===== src/hw/rtl/rpm_to_timer_prescale_compare_macros.svh =====
// Assertion macros used by the top level of the speed-to-timer selector RTL.
`ifndef RPM_TO_TIMER_PRESCALE_COMPARE_MACROS_SVH
`define RPM_TO_TIMER_PRESCALE_COMPARE_MACROS_SVH

`ifndef SYNTHESIS
// Same-cycle implication, checked at every rising edge outside reset.
`define RPMTC_ASSERT_IMPL(label, ante, cons) \
  label: assert property (@(posedge clk) disable iff (rst) (ante) |-> (cons)) \
    else $error("rpmtc assertion failed");
// Next-cycle implication, checked at every rising edge outside reset.
`define RPMTC_ASSERT_NEXT(label, ante, cons) \
  label: assert property (@(posedge clk) disable iff (rst) (ante) |=> (cons)) \
    else $error("rpmtc assertion failed");
`else
`define RPMTC_ASSERT_IMPL(label, ante, cons)
`define RPMTC_ASSERT_NEXT(label, ante, cons)
`endif

`endif


===== src/hw/rtl/rpmtc_pkg.sv =====
// Shared widths, codes and the prescaler shift table of the speed-to-timer selector.
`default_nettype none
package rpmtc_pkg;

  localparam int RPM_W  = 16;
  localparam int SPR_W  = 14;
  localparam int CLK_W  = 27;
  localparam int PROD_W = RPM_W + SPR_W;   // rpm * steps_per_rev
  localparam int DEN_W  = PROD_W + 1;      // times two toggles per step
  localparam int NUM_W  = CLK_W + 6;       // clock * 60
  localparam int CODE_W = 3;
  localparam int CMP_W  = 8;
  localparam int IDX_W  = 2;

  localparam int MUL_STEPS = SPR_W;
  localparam int DIV_STEPS = NUM_W;
  localparam int MUL_CNT_W = $clog2(MUL_STEPS + 1);
  localparam int DIV_CNT_W = $clog2(DIV_STEPS + 1);

  localparam logic [CODE_W-1:0] PRESC_LAST = 3'd6;
  localparam logic [CMP_W-1:0]  COMPARE_LIMIT = 8'hFF;

  localparam logic [IDX_W-1:0] CFG_CLOCK_HZ = 2'd0;
  localparam logic [IDX_W-1:0] CFG_STEPS    = 2'd1;

  localparam logic [CLK_W-1:0] CLOCK_HZ_RESET = 27'd16000000;
  localparam logic [SPR_W-1:0] STEPS_RESET    = 14'd200;

  typedef enum logic [4:0] {
    ST_IDLE = 5'b00001,
    ST_MUL  = 5'b00010,
    ST_DIV  = 5'b00100,
    ST_SEL  = 5'b01000,
    ST_OUT  = 5'b10000
  } state_t;

  // Prescalers 1, 8, 32, 64, 128, 256 and 1024 are all powers of two,
  // so each one is a right shift of the unscaled quotient.
  function automatic logic [3:0] presc_shift(input logic [CODE_W-1:0] k);
    logic [3:0] s;
    case (k)
      3'd0:    s = 4'd0;
      3'd1:    s = 4'd3;
      3'd2:    s = 4'd5;
      3'd3:    s = 4'd6;
      3'd4:    s = 4'd7;
      3'd5:    s = 4'd8;
      3'd6:    s = 4'd10;
      default: s = 4'd0;
    endcase
    return s;
  endfunction

endpackage
`default_nettype wire


===== src/hw/rtl/rpmtc_mul.sv =====
// Bit-serial shift-add multiplier for rpm times steps per revolution.
`default_nettype none
module rpmtc_mul (
  input  wire logic                          clk,
  input  wire logic                          rst,
  input  wire logic                          start,
  input  wire logic [rpmtc_pkg::RPM_W-1:0]   rpm,
  input  wire logic [rpmtc_pkg::SPR_W-1:0]   spr,
  output logic                               done,
  output logic [rpmtc_pkg::PROD_W-1:0]       product
);

  logic [rpmtc_pkg::PROD_W-1:0]    acc;
  logic [rpmtc_pkg::PROD_W-1:0]    acc_next;
  logic [rpmtc_pkg::SPR_W-1:0]     mr;
  logic [rpmtc_pkg::RPM_W-1:0]     md;
  logic [rpmtc_pkg::MUL_CNT_W-1:0] cnt;
  logic                            busy;

  // One multiplier bit per cycle, most significant bit first.
  always_comb begin
    acc_next = {acc[rpmtc_pkg::PROD_W-2:0], 1'b0};
    if (mr[rpmtc_pkg::SPR_W-1]) begin
      acc_next = acc_next + {{(rpmtc_pkg::PROD_W-rpmtc_pkg::RPM_W){1'b0}}, md};
    end
  end

  always_ff @(posedge clk) begin
    if (rst) begin
      busy <= 1'b0;
      done <= 1'b0;
      cnt  <= '0;
    end else begin
      done <= 1'b0;
      if (start) begin
        busy <= 1'b1;
        cnt  <= rpmtc_pkg::MUL_CNT_W'(rpmtc_pkg::MUL_STEPS);
      end else if (busy) begin
        cnt <= cnt - 1'b1;
        if (cnt == rpmtc_pkg::MUL_CNT_W'(1)) begin
          busy <= 1'b0;
          done <= 1'b1;
        end
      end
    end
  end

  always_ff @(posedge clk) begin
    if (start) begin
      acc <= '0;
      mr  <= spr;
      md  <= rpm;
    end else if (busy) begin
      acc <= acc_next;
      mr  <= {mr[rpmtc_pkg::SPR_W-2:0], 1'b0};
    end
  end

  assign product = acc;

endmodule
`default_nettype wire


===== src/hw/rtl/rpmtc_div.sv =====
// Radix-2 restoring divider, one quotient bit per cycle.
`default_nettype none
module rpmtc_div (
  input  wire logic                          clk,
  input  wire logic                          rst,
  input  wire logic                          start,
  input  wire logic [rpmtc_pkg::NUM_W-1:0]   numer,
  input  wire logic [rpmtc_pkg::DEN_W-1:0]   denom,
  output logic                               done,
  output logic [rpmtc_pkg::NUM_W-1:0]        quot
);

  logic [rpmtc_pkg::DEN_W-1:0]     rem;
  logic [rpmtc_pkg::DEN_W-1:0]     d;
  logic [rpmtc_pkg::NUM_W-1:0]     qs;
  logic [rpmtc_pkg::DIV_CNT_W-1:0] cnt;
  logic                            busy;
  logic [rpmtc_pkg::DEN_W:0]       trial;
  logic [rpmtc_pkg::DEN_W:0]       diff;
  logic                            ge;

  // The numerator shifts out of the top of qs while quotient bits enter below.
  always_comb begin
    trial = {rem, qs[rpmtc_pkg::NUM_W-1]};
    diff  = trial - {1'b0, d};
    ge    = (trial >= {1'b0, d});
  end

  always_ff @(posedge clk) begin
    if (rst) begin
      busy <= 1'b0;
      done <= 1'b0;
      cnt  <= '0;
    end else begin
      done <= 1'b0;
      if (start) begin
        busy <= 1'b1;
        cnt  <= rpmtc_pkg::DIV_CNT_W'(rpmtc_pkg::DIV_STEPS);
      end else if (busy) begin
        cnt <= cnt - 1'b1;
        if (cnt == rpmtc_pkg::DIV_CNT_W'(1)) begin
          busy <= 1'b0;
          done <= 1'b1;
        end
      end
    end
  end

  always_ff @(posedge clk) begin
    if (start) begin
      rem <= '0;
      d   <= denom;
      qs  <= numer;
    end else if (busy) begin
      rem <= ge ? diff[rpmtc_pkg::DEN_W-1:0] : trial[rpmtc_pkg::DEN_W-1:0];
      qs  <= {qs[rpmtc_pkg::NUM_W-2:0], ge};
    end
  end

  assign quot = qs;

endmodule
`default_nettype wire


===== src/hw/rtl/rpm_to_timer_prescale_compare.sv =====
// Top level of the rpm to timer prescaler and compare value selector.
// A zero request or one with zero steps per revolution goes straight to the result stage; any
// other passes a 14-step serial multiply, a 33-step serial divide, then a scan of one
// prescaler per cycle. One request is in work at a time: the next request is taken only
// after the result is loaded, which a result stall holds off. Reset (synchronous, active high)
// restores 16 MHz and 200 steps, stops the timer and drops m_tvalid.
`default_nettype none
`include "rpm_to_timer_prescale_compare_macros.svh"
module rpm_to_timer_prescale_compare (
  input  wire logic        clk,
  input  wire logic        rst,
  // Request stream.
  input  wire logic        s_tvalid,
  output logic             s_tready,
  input  wire logic [15:0] s_tdata,   // [15:0] rpm_request
  // Result stream.
  output logic             m_tvalid,
  input  wire logic        m_tready,
  output logic [15:0]      m_tdata,   // [2:0] prescaler_code, [10:3] compare_value,
                                      // [11] driver_enable, [12] no_fit, [15:13] zero
  // Configuration write channel.
  input  wire logic        cfg_valid,
  output logic             cfg_ready,
  input  wire logic [1:0]  cfg_index, // 0 cpu_clock_hz, 1 steps_per_rev
  input  wire logic [26:0] cfg_data
);

  rpmtc_pkg::state_t state;

  logic [rpmtc_pkg::CLK_W-1:0]  clock_hz;
  logic [rpmtc_pkg::SPR_W-1:0]  steps;

  logic [rpmtc_pkg::CODE_W-1:0] held_prescaler;
  logic [rpmtc_pkg::CMP_W-1:0]  held_compare;
  logic                         held_enable;
  logic                         miss;

  logic [rpmtc_pkg::CODE_W-1:0] out_code;
  logic [rpmtc_pkg::CMP_W-1:0]  out_compare;
  logic                         out_enable;
  logic                         out_miss;

  logic [rpmtc_pkg::CODE_W-1:0] k;
  logic [rpmtc_pkg::NUM_W-1:0]  numer;
  logic [rpmtc_pkg::PROD_W-1:0] product;
  logic [rpmtc_pkg::NUM_W-1:0]  quot;
  logic [rpmtc_pkg::NUM_W-1:0]  scaled;
  logic                         fit;
  logic                         mul_start;
  logic                         mul_done;
  logic                         div_start;
  logic                         div_done;
  logic                         in_xfer;

  assign cfg_ready = 1'b1;
  assign s_tready  = (state == rpmtc_pkg::ST_IDLE);
  assign in_xfer   = s_tvalid && s_tready;

  // Configuration registers; the user must send writes only while the block is idle, which the block does not enforce.
  always_ff @(posedge clk) begin
    if (rst) begin
      clock_hz <= rpmtc_pkg::CLOCK_HZ_RESET;
      steps    <= rpmtc_pkg::STEPS_RESET;
    end else if (cfg_valid) begin
      case (cfg_index)
        rpmtc_pkg::CFG_CLOCK_HZ: clock_hz <= cfg_data;
        rpmtc_pkg::CFG_STEPS:    steps    <= cfg_data[rpmtc_pkg::SPR_W-1:0];
        default: ;
      endcase
    end
  end

  // Sixty times the clock as 64x minus 4x, which is one subtract.
  assign numer = {clock_hz, 6'b0} - {4'b0, clock_hz, 2'b0};

  // The multiplier starts on an accepted request that needs a division, and the
  // divider starts on the product the cycle the multiplier finishes.
  assign mul_start = in_xfer && (s_tdata != '0) && (steps != '0);
  assign div_start = (state == rpmtc_pkg::ST_MUL) && mul_done;

  rpmtc_mul u_mul (
    .clk     (clk),
    .rst     (rst),
    .start   (mul_start),
    .rpm     (s_tdata),
    .spr     (steps),
    .done    (mul_done),
    .product (product)
  );

  rpmtc_div u_div (
    .clk   (clk),
    .rst   (rst),
    .start (div_start),
    .numer (numer),
    .denom ({product, 1'b0}),
    .done  (div_done),
    .quot  (quot)
  );

  // floor(N / (D * 2^s)) equals floor(N / D) shifted right by s, so a single
  // division serves every prescaler. The scan tries one prescaler per cycle.
  assign scaled = quot >> rpmtc_pkg::presc_shift(k);
  assign fit    = (scaled[rpmtc_pkg::NUM_W-1:rpmtc_pkg::CMP_W] == '0)
               && (scaled[rpmtc_pkg::CMP_W-1:0] != '0)
               && (scaled[rpmtc_pkg::CMP_W-1:0] != rpmtc_pkg::COMPARE_LIMIT);

  // Sequencer and held timer settings.
  always_ff @(posedge clk) begin
    if (rst) begin
      state          <= rpmtc_pkg::ST_IDLE;
      held_prescaler <= '0;
      held_compare   <= '0;
      held_enable    <= 1'b0;
      miss           <= 1'b0;
      k              <= '0;
      m_tvalid       <= 1'b0;
    end else begin
      // A taken result is dropped unless a new one is loaded in the same cycle.
      if (m_tready && (state != rpmtc_pkg::ST_OUT)) begin
        m_tvalid <= 1'b0;
      end
      case (state)
        rpmtc_pkg::ST_IDLE: begin
          if (in_xfer) begin
            if (s_tdata == '0) begin
              // Stop request: the compare value is kept and still reported.
              held_prescaler <= '0;
              held_enable    <= 1'b0;
              miss           <= 1'b0;
              state          <= rpmtc_pkg::ST_OUT;
            end else if (steps == '0) begin
              // Every divisor is zero, so nothing can fit.
              miss  <= 1'b1;
              state <= rpmtc_pkg::ST_OUT;
            end else begin
              state <= rpmtc_pkg::ST_MUL;
            end
          end
        end
        rpmtc_pkg::ST_MUL: begin
          if (mul_done) begin
            state <= rpmtc_pkg::ST_DIV;
          end
        end
        rpmtc_pkg::ST_DIV: begin
          if (div_done) begin
            k     <= '0;
            state <= rpmtc_pkg::ST_SEL;
          end
        end
        rpmtc_pkg::ST_SEL: begin
          if (fit) begin
            held_prescaler <= k + 1'b1;
            held_compare   <= scaled[rpmtc_pkg::CMP_W-1:0];
            held_enable    <= 1'b1;
            miss           <= 1'b0;
            state          <= rpmtc_pkg::ST_OUT;
          end else if (k == rpmtc_pkg::PRESC_LAST) begin
            miss  <= 1'b1;
            state <= rpmtc_pkg::ST_OUT;
          end else begin
            k <= k + 1'b1;
          end
        end
        rpmtc_pkg::ST_OUT: begin
          // The result register is loaded once the previous result has been taken.
          if (!m_tvalid || m_tready) begin
            m_tvalid <= 1'b1;
            state    <= rpmtc_pkg::ST_IDLE;
          end
        end
        default: begin
          state <= rpmtc_pkg::ST_IDLE;
        end
      endcase
    end
  end

  always_ff @(posedge clk) begin
    if ((state == rpmtc_pkg::ST_OUT) && (!m_tvalid || m_tready)) begin
      out_code    <= held_prescaler;
      out_compare <= held_compare;
      out_enable  <= held_enable;
      out_miss    <= miss;
    end
  end

  assign m_tdata = {3'b0, out_miss, out_enable, out_compare, out_code};

  // A running prescaler always comes with a compare value inside the fitting range.
  `RPMTC_ASSERT_IMPL(a_fit_range, m_tvalid && (out_code != '0), (out_compare != '0) && (out_compare != rpmtc_pkg::COMPARE_LIMIT))
  // The driver is on exactly when the timer clock is running.
  `RPMTC_ASSERT_IMPL(a_enable_code, m_tvalid, out_enable == (out_code != '0))
  // A request that needs a division moves straight into the multiply phase.
  `RPMTC_ASSERT_NEXT(a_start_mul, in_xfer && (s_tdata != '0) && (steps != '0), state == rpmtc_pkg::ST_MUL)
  // The divider only finishes while the sequencer waits for it.
  `RPMTC_ASSERT_IMPL(a_div_phase, div_done, state == rpmtc_pkg::ST_DIV)

endmodule
`default_nettype wire

===== config.mk =====
export PLATFORM = sky130hd
export DESIGN_NAME = rpm_to_timer_prescale_compare
export DESIGN_NICKNAME = d
export VERILOG_FILES = /design/src/hw/rtl/rpmtc_pkg.sv /design/src/hw/rtl/rpmtc_mul.sv /design/src/hw/rtl/rpmtc_div.sv /design/src/hw/rtl/rpm_to_timer_prescale_compare.sv
export VERILOG_INCLUDE_DIRS = /design/src /design/src/hw/rtl
export SDC_FILE = /design/constraint.sdc
export NUM_CORES = 1
export LEC_CHECK = 0
export BUFFER_PORTS_ARGS = -buffer_cell sky130_fd_sc_hd__buf_2
export CORE_MARGIN = 2
export CORE_UTILIZATION = 62
export DETAILED_ROUTE_END_ITERATION = 7
export PLACE_DENSITY_LB_ADDON = 0.08
export SKIP_LAST_GASP = 1
export SLEW_MARGIN = 15
export SYNTH_ARGS = -nofsm -noshare
export SYNTH_HDL_FRONTEND = slang
export SYNTH_SLANG_ARGS = --single-unit

===== constraint.sdc =====
create_clock -name clk -period 5.45 [get_ports clk]
set_input_delay 1.09 -clock clk [delete_from_list [all_inputs] [get_ports clk]]
set_output_delay 1.09 -clock clk [all_outputs]
set_load 0.01 [all_outputs]

Yosys cells after proc, flatten, opt, wreduce, memory -nomap -nowiden
Cells that the tools add are included.
- reductions and logical operators: 32
- $lt $le $gt $ge: 1
- muxes and demuxes: 49
- shift-type cells: 1
- equality and inequality tests: 26
- $add $sub $neg: 6
- bitwise operators: 2
- operators by type and width (operator ; count):
    33-bit 2-to-1 mux ; 2
    5-bit 2-to-1 mux ; 8
    33-bit by 4-bit >> shifter with 33-bit output ; 1
    33-bit by 29-bit subtractor with 33-bit output ; 1
    32-bit by 31-bit >= comparator with 1-bit output ; 1
    31-bit 2-to-1 mux ; 1
    31-bit subtractor ; 1
    30-bit by 16-bit adder with 30-bit output ; 1
    30-bit 2-to-1 mux ; 1
    14-bit 2-to-1 mux ; 2
    25-bit zero test ; 1
    5-bit one-hot mux with 5 select lines ; 1
    4-bit one-hot mux with 6 select lines ; 1
    1-bit 2-to-1 mux ; 19
    3-bit 2-to-1 mux ; 6
    16-bit zero test ; 1
    16-bit nonzero test ; 1
    14-bit zero test ; 1
    14-bit nonzero test ; 1
    6-bit 2-to-1 mux ; 2
    3-bit one-hot mux with 2 select lines ; 2
    4-bit AND reduction ; 3
    3-bit equality test (second input constant) ; 3
    1-bit logical AND ; 8
    other kinds (31) ; 48
- bits of input ports: 50
- output and inout bits: 19
- logic and storage cells: 144
- register bits after elaboration: 244

Longest topological paths before layout
- word-level depth: 8
- depth in mapped cells: 18
- gate-level depth less buffers: 14

Modules after synthesis
From an unflattened synthesis, not the netlist that was laid out.
- cell total of the unflattened synthesis: 1675
- area, all modules: 15391.0 um^2
- modules (own cells, without submodules) (module ; times used ; sequential area each (um^2) ; cells each ; area an instance (um^2)):
    rpmtc_div ; 1 ; 2702.6 ; 577 ; 6028.3
    rpm_to_timer_prescale_compare ; 1 ; 1651.6 ; 720 ; 5684.2
    rpmtc_mul ; 1 ; 1621.6 ; 378 ; 3678.5

Least setup slack after synthesis
No wires, ideal clock.
- kind: register to register
- start point: register k[0] (netlist name)
- end point: register state[0]
- clock period less this slack: 3787 ps
- arrival: 3668 ps
- stages on the path, launching flop included: 15
- buffers on the path: 2
- library setup time: 120 ps
- path slack: 1663 ps
- data required time: 5330 ps
- cell sequence: dfxtp_1 -> buf_4 -> inv_1 -> ha_1 -> or3_4 -> nand2_4 -> buf_6 -> mux2_1 -> a221o_1 -> nor4_2 -> o2bb2a_2 -> or3_4 -> a31oi_2 -> nor2_1 -> a211o_1
- cells in the longest elaborated chain, start to end: 8
- elaborated cells on any way between the ends: 17
- classes of those cells: eq/ne (8); shift (1); mux (3); reduce/logical (5)
- RTL lines (item ; line ; text):
    start: declaration ; rpm_to_timer_prescale_compare.sv:43 ; logic [rpmtc_pkg::CODE_W-1:0] k;
    start signal: assignment ; rpm_to_timer_prescale_compare.sv:163 ; k <= k + 1'b1;
    3-bit equality test, or another cell as far along ; rpmtc_pkg.sv:41, rpm_to_timer_prescale_compare.sv:159 ;
    4-bit one-hot mux with 6 select lines ; rpmtc_pkg.sv:41 ; case (k)
    33-bit by 4-bit >> shifter with 33-bit output ; rpm_to_timer_prescale_compare.sv:103 ; assign scaled = quot >> rpmtc_pkg::presc_shift(k);
    25-bit zero test / 8-bit nonzero test (equally long branches) ; rpm_to_timer_prescale_compare.sv:104, rpm_to_timer_prescale_compare.sv:105 ;
    1-bit logical AND ; rpm_to_timer_prescale_compare.sv:105 ; && (scaled[rpmtc_pkg::CMP_W-1:0] != '0)
    1-bit logical AND ; rpm_to_timer_prescale_compare.sv:106 ; && (scaled[rpmtc_pkg::CMP_W-1:0] != rpmtc_pkg::COMPARE_LIMIT);
    3-bit != test (no line) / 5-bit 2-to-1 mux (equally long branches) ; -- ;
    5-bit AND reduction (no line) / 5-bit one-hot mux with 5 select lines (equally long branches) ; -- ;
    end signal: assignment ; rpm_to_timer_prescale_compare.sv:111 ; state <= rpmtc_pkg::ST_IDLE;
    end signal: assignment ; rpm_to_timer_prescale_compare.sv:131 ; state <= rpmtc_pkg::ST_OUT;
    end signal: assignment ; rpm_to_timer_prescale_compare.sv:135 ; state <= rpmtc_pkg::ST_OUT;
    end: declaration ; rpm_to_timer_prescale_compare.sv:28 ; rpmtc_pkg::state_t state;
Parallel ways exist; a longest one is shown, timed or not.
A chain may end at the register's enable or synchronous reset.

Final worst setup path
- start point: register k[0] (netlist name)
- end point: register held_compare[1] (netlist name)
- cells in the longest elaborated chain, start to end: 7
- elaborated cells on any way between the ends: 14
- classes of those cells: eq/ne (7); shift (1); mux (1); reduce/logical (5)
- RTL lines (item ; line ; text):
    3-bit equality test, or another cell as far along ; rpmtc_pkg.sv:41 ;
    4-bit one-hot mux with 6 select lines (*) ; rpmtc_pkg.sv:41 ;
    33-bit by 4-bit >> shifter with 33-bit output (*) ; rpm_to_timer_prescale_compare.sv:103 ;
    25-bit zero test / 8-bit nonzero test (equally long branches) ; rpm_to_timer_prescale_compare.sv:104, rpm_to_timer_prescale_compare.sv:105 ;
    1-bit logical AND ; rpm_to_timer_prescale_compare.sv:105 ;
    1-bit logical AND ; rpm_to_timer_prescale_compare.sv:106 ;
    2-bit AND reduction (no line) ; -- ;
    end signal: assignment ; rpm_to_timer_prescale_compare.sv:155 ; held_compare <= scaled[rpmtc_pkg::CMP_W-1:0];
    end: declaration ; rpm_to_timer_prescale_compare.sv:34 ; logic [rpmtc_pkg::CMP_W-1:0] held_compare;
Mark *: on every way between the ends. The rest lies on a longest branch, timed or not.

==> impl_metrics.prom <==
# TYPE chip_impl_metric gauge
chip_impl_metric{name="power",unit="mW"} 4.971
chip_impl_info{name="critical_path.cell_chain",value="inv_1 -> ha_1 -> or3_4 -> nand2_4 -> mux2_1 -> a221o_1 -> nor4_2 -> a21oi_1 -> a2111oi_4 -> nand4_2 -> or3_1 -> a21oi_1"} 1
chip_impl_info{name="cp_common_cell",value="sky130_fd_sc_hd__a21oi_1"} 1
chip_impl_metric{name="n_antenna_cell",unit=""} 0
chip_impl_metric{name="yosys.area.top_type_share",unit="%"} 22.75
chip_impl_metric{name="numClockSinks",unit=""} 244
chip_impl_metric{name="synth.avg_cell_area",unit="sq um"} 9.152
chip_impl_metric{name="grt_overflow",unit=""} 0
chip_impl_info{name="timing.setup.critical_path_class",value="reg -> reg"} 1
chip_impl_metric{name="arrival",unit="ns"} 5.24
chip_impl_metric{name="max-slew-margin-rel",unit="%"} 30.37
chip_impl_metric{name="hpwlAfterDp",unit="microns"} 20980
chip_impl_info{name="synth_top_cells_by_area",value="sky130_fd_sc_hd__edfxtp_1, sky130_fd_sc_hd__dfxtp_1, sky130_fd_sc_hd__ha_1"} 1
chip_impl_metric{name="layoutNonFillerInstCount",unit=""} 1863
chip_impl_info{name="clock-root-buffer",value="sky130_fd_sc_hd__clkbuf_16"} 1
chip_impl_metric{name="nets",unit=""} 1691
chip_impl_metric{name="final-max-slew-violation-count",unit=""} 0
chip_impl_metric{name="tot_gr_track_use",unit="%"} 25.28
chip_impl_metric{name="tightest_slew",unit="ns"} 1.044
chip_impl_metric{name="post-route-util",unit="%"} 69.71
chip_impl_metric{name="finalWorstPathRequiredPeriod",unit="ns"} 4.788
chip_impl_metric{name="syn_inst",unit=""} 1529
chip_impl_metric{name="ys.warnings.count",unit=""} 0
chip_impl_metric{name="drt-initial-drc-count",unit=""} 749
chip_impl_metric{name="antenna_found_initial",unit=""} 0
chip_impl_info{name="rsz0062_at_grt",value="false"} 1
chip_impl_metric{name="period_share",unit="%"} 87.86
chip_impl_metric{name="worst_ep_required_time",unit="ns"} 5.91
chip_impl_info{name="tritoncts",value="done"} 1
chip_impl_info{name="critPathLaunchType",value="flip-flop"} 1
chip_impl_info{name="cell_type_with_the_highest_aggregate_area_in_the_netlist",value="sky130_fd_sc_hd__edfxtp_1"} 1
chip_impl_metric{name="detailedPlace.worstSlack",unit="ns"} 0.6942
chip_impl_metric{name="dieWidth",unit="microns"} 154.2
chip_impl_metric{name="grt_first_pass_wirelength",unit="microns"} 49980
chip_impl_info{name="run_status",value="completed"} 1
chip_impl_metric{name="gpl.final_weighted_congestion",unit=""} 0.8887
chip_impl_metric{name="drive_above_1_share",unit="%"} 9.918
chip_impl_info{name="cpMaxStageDelayCell",value="sky130_fd_sc_hd__dfxtp_1"} 1
chip_impl_metric{name="number_of_distinct_library_cells_after_synthesis",unit=""} 84
chip_impl_metric{name="tns",unit="ns"} 0
chip_impl_metric{name="vdd.ir_drop.worst",unit="mV"} 0.3090
chip_impl_metric{name="finalWorstSetupSlack",unit="ns"} 0.6617
chip_impl_metric{name="detail_route.wirelength",unit="microns"} 29960
chip_impl_metric{name="synth_sequential_area_ratio",unit="%"} 42.49
chip_impl_metric{name="worst_path_largest_cell_delay",unit="ns"} 0.55
chip_impl_info{name="ys.flop_type",value="sky130_fd_sc_hd__dfxtp_1"} 1
chip_impl_metric{name="floorplan.rows",unit=""} 54
chip_impl_metric{name="detail_route.drc_violations",unit=""} 0
chip_impl_metric{name="p_leak",unit="nW"} 6.095
chip_impl_metric{name="top_level_ports",unit=""} 69
chip_impl_metric{name="vias_in_the_first_global_route",unit=""} 10300
chip_impl_metric{name="max_freq",unit="MHz"} 208.8
chip_impl_metric{name="cts-buffers-inserted",unit=""} 27
chip_impl_metric{name="initial_core_util",unit="%"} 63.73
chip_impl_metric{name="powerDensity",unit="nW/um^2"} 324.7
chip_impl_metric{name="netlist_area",unit="sq um"} 13990
chip_impl_metric{name="wl_per_cell",unit="microns"} 16.08
chip_impl_metric{name="h-tree-depth",unit=""} 1
chip_impl_metric{name="final_hold_viol_count",unit=""} 0
chip_impl_info{name="worst_hold_path_type",value="reg -> reg"} 1
chip_impl_metric{name="insertion_delay_to_the_later_sink_of_the_worst_skew_pair",unit="ns"} 0.54
chip_impl_metric{name="first_pass_iters",unit=""} 5
chip_impl_metric{name="die_area",unit="sq um"} 23790
chip_impl_metric{name="avgViaCountPerCell",unit=""} 5.928
chip_impl_info{name="worstSetupEndpointType",value="flip-flop"} 1
chip_impl_info{name="synth_common_cells",value="sky130_fd_sc_hd__nand2_1, sky130_fd_sc_hd__a21oi_1, sky130_fd_sc_hd__dfxtp_1, sky130_fd_sc_hd__nor2_1, sky130_fd_sc_hd__edfxtp_1"} 1
chip_impl_metric{name="die_h",unit="microns"} 154.2
chip_impl_metric{name="critical_path_fanout_max",unit=""} 30
chip_impl_metric{name="post_cts.resized_instances",unit=""} 0
chip_impl_metric{name="stdcell_area",unit="sq um"} 15310
chip_impl_metric{name="max_cap_viols",unit=""} 0
chip_impl_metric{name="placedCellCount",unit=""} 1813
chip_impl_metric{name="hold_ws",unit="ns"} 0.4317
chip_impl_metric{name="worst_setup_hold_path_clk_slew",unit="ns"} 0.06
chip_impl_metric{name="fillers",unit=""} 1761
chip_impl_metric{name="detail-route-antenna-nets",unit=""} 0
chip_impl_metric{name="area.growth.synth_to_final",unit="%"} 9.389
chip_impl_metric{name="postPlaceCellArea",unit="sq um"} 14440
chip_impl_metric{name="number_of_enable_flip_flop_cells_after_synthesis",unit=""} 106
chip_impl_metric{name="placement.io_buffers",unit=""} 64
chip_impl_metric{name="coreArea",unit="sq um"} 21960
chip_impl_metric{name="synth_async_sr_flop_share",unit="%"} 0
chip_impl_metric{name="flip_flop_and_latch_count_after_synthesis",unit=""} 244
chip_impl_metric{name="setup-violations-final",unit=""} 0
chip_impl_metric{name="maximum_clock_insertion_buffer_count",unit=""} 3
chip_impl_metric{name="cts_setup_buffers",unit=""} 0
chip_impl_metric{name="cts_hold_buf",unit=""} 0
chip_impl_info{name="synth.most_common_cell",value="sky130_fd_sc_hd__nand2_1"} 1
chip_impl_metric{name="fin_skew",unit="ns"} 0.01862
chip_impl_metric{name="via_count",unit=""} 11040
chip_impl_metric{name="maximum_number_of_pins_on_one_net_before_global_route_repair",unit=""} 92
[flip-flops by register name, indices dropped and copies added, names as in the netlist, 8 cells and up]
signal	flops
u_div.quot	33
u_div.rem	31
u_div.d	30
u_mul.product	30
clock_hz	27
u_mul.md	16
steps	14
u_mul.mr	14
held_compare	8
out_compare	8
[critical path: cells and delay by family (launching register included)]
| kind | cells | cell delay (ns) |
|---|---|---|
| buffers and inverters | 1 | 0.17 |
| DFF | 1 | 0.55 |
| AOI/OAI and AO/OA | 4 | 1.07 |
| and+or+nand+nor | 5 | 2.17 |
| adders and majority gates | 1 | 0.32 |
| muxes | 1 | 0.40 |
[cell usage in the layout (no fill, tap or decap), types with 56 or more instances in the layout]
cell,synthesis,layout
sky130_fd_sc_hd__mux2i_1,56,56
sky130_fd_sc_hd__a21oi_1,138,138
sky130_fd_sc_hd__inv_1,90,90
sky130_fd_sc_hd__edfxtp_1,106,106
sky130_fd_sc_hd__ha_1,77,77
sky130_fd_sc_hd__buf_2,5,64
sky130_fd_sc_hd__dfxtp_1,138,136
sky130_fd_sc_hd__nor2_1,118,117
sky130_fd_sc_hd__o21ai_0,94,94
sky130_fd_sc_hd__nand2_1,188,187
[per-layer routing]
metal	wire length, microns	vias up	GRT usage [%]
li1	-	5567	-
met1	15140	5162	38.52
met2	12960	289	39.29
met3	1552	26	2.914
met4	308	0	4.851
met5	0	-	0
[cell families (layout without fill, tap and decap cells)]
family	Yosys count	in the layout	synth area share [%]
flip-flops	244	244	42.49
XOR/XNOR	88	88	5.615
adder cells (fa/ha/maj)	79	79	7.171
AO/OA/AOI/OAI	403	403	18.15
multiplexers	76	76	5.776
buffers and inverters	161	213	4.819
other	2	4	0.05367
AND/OR/NAND/NOR	476	476	15.92
[final timing paths]
kind                                      start              end  slack [ns]  cells after the start
worst max register to register             k[0]  held_compare[1]        0.66                     12
worst min-delay path            held_compare[2]   out_compare[2]        0.43                      0
worst min register to register  held_compare[2]   out_compare[2]        0.43                      0
worst max-delay path                       k[0]  held_compare[1]        0.66                     12
[final cells by class]
type / count / area, sq um / share of cell area (%)
clock buffers: 39 / 754.5 / 4.929
clock inverters: 11 / 112.6 / 0.7357
inverters: 90 / 337.8 / 2.207
multi-input cells: 1126 / 7413 / 48.43
flip-flops and latches: 244 / 5951 / 38.88
well taps: 280 / 350.3 / 2.289
repair buffers: 73 / 387.9 / 2.534
[where the power goes]
group          internal (mW)  switching [mW]  leakage [nW]  total, mW
sequential              2.07           0.140          2.12       2.21
combinational          0.446           0.540          3.57      0.986
clock                   1.05           0.720         0.414       1.77
Power figures use the tool's default switching activity.
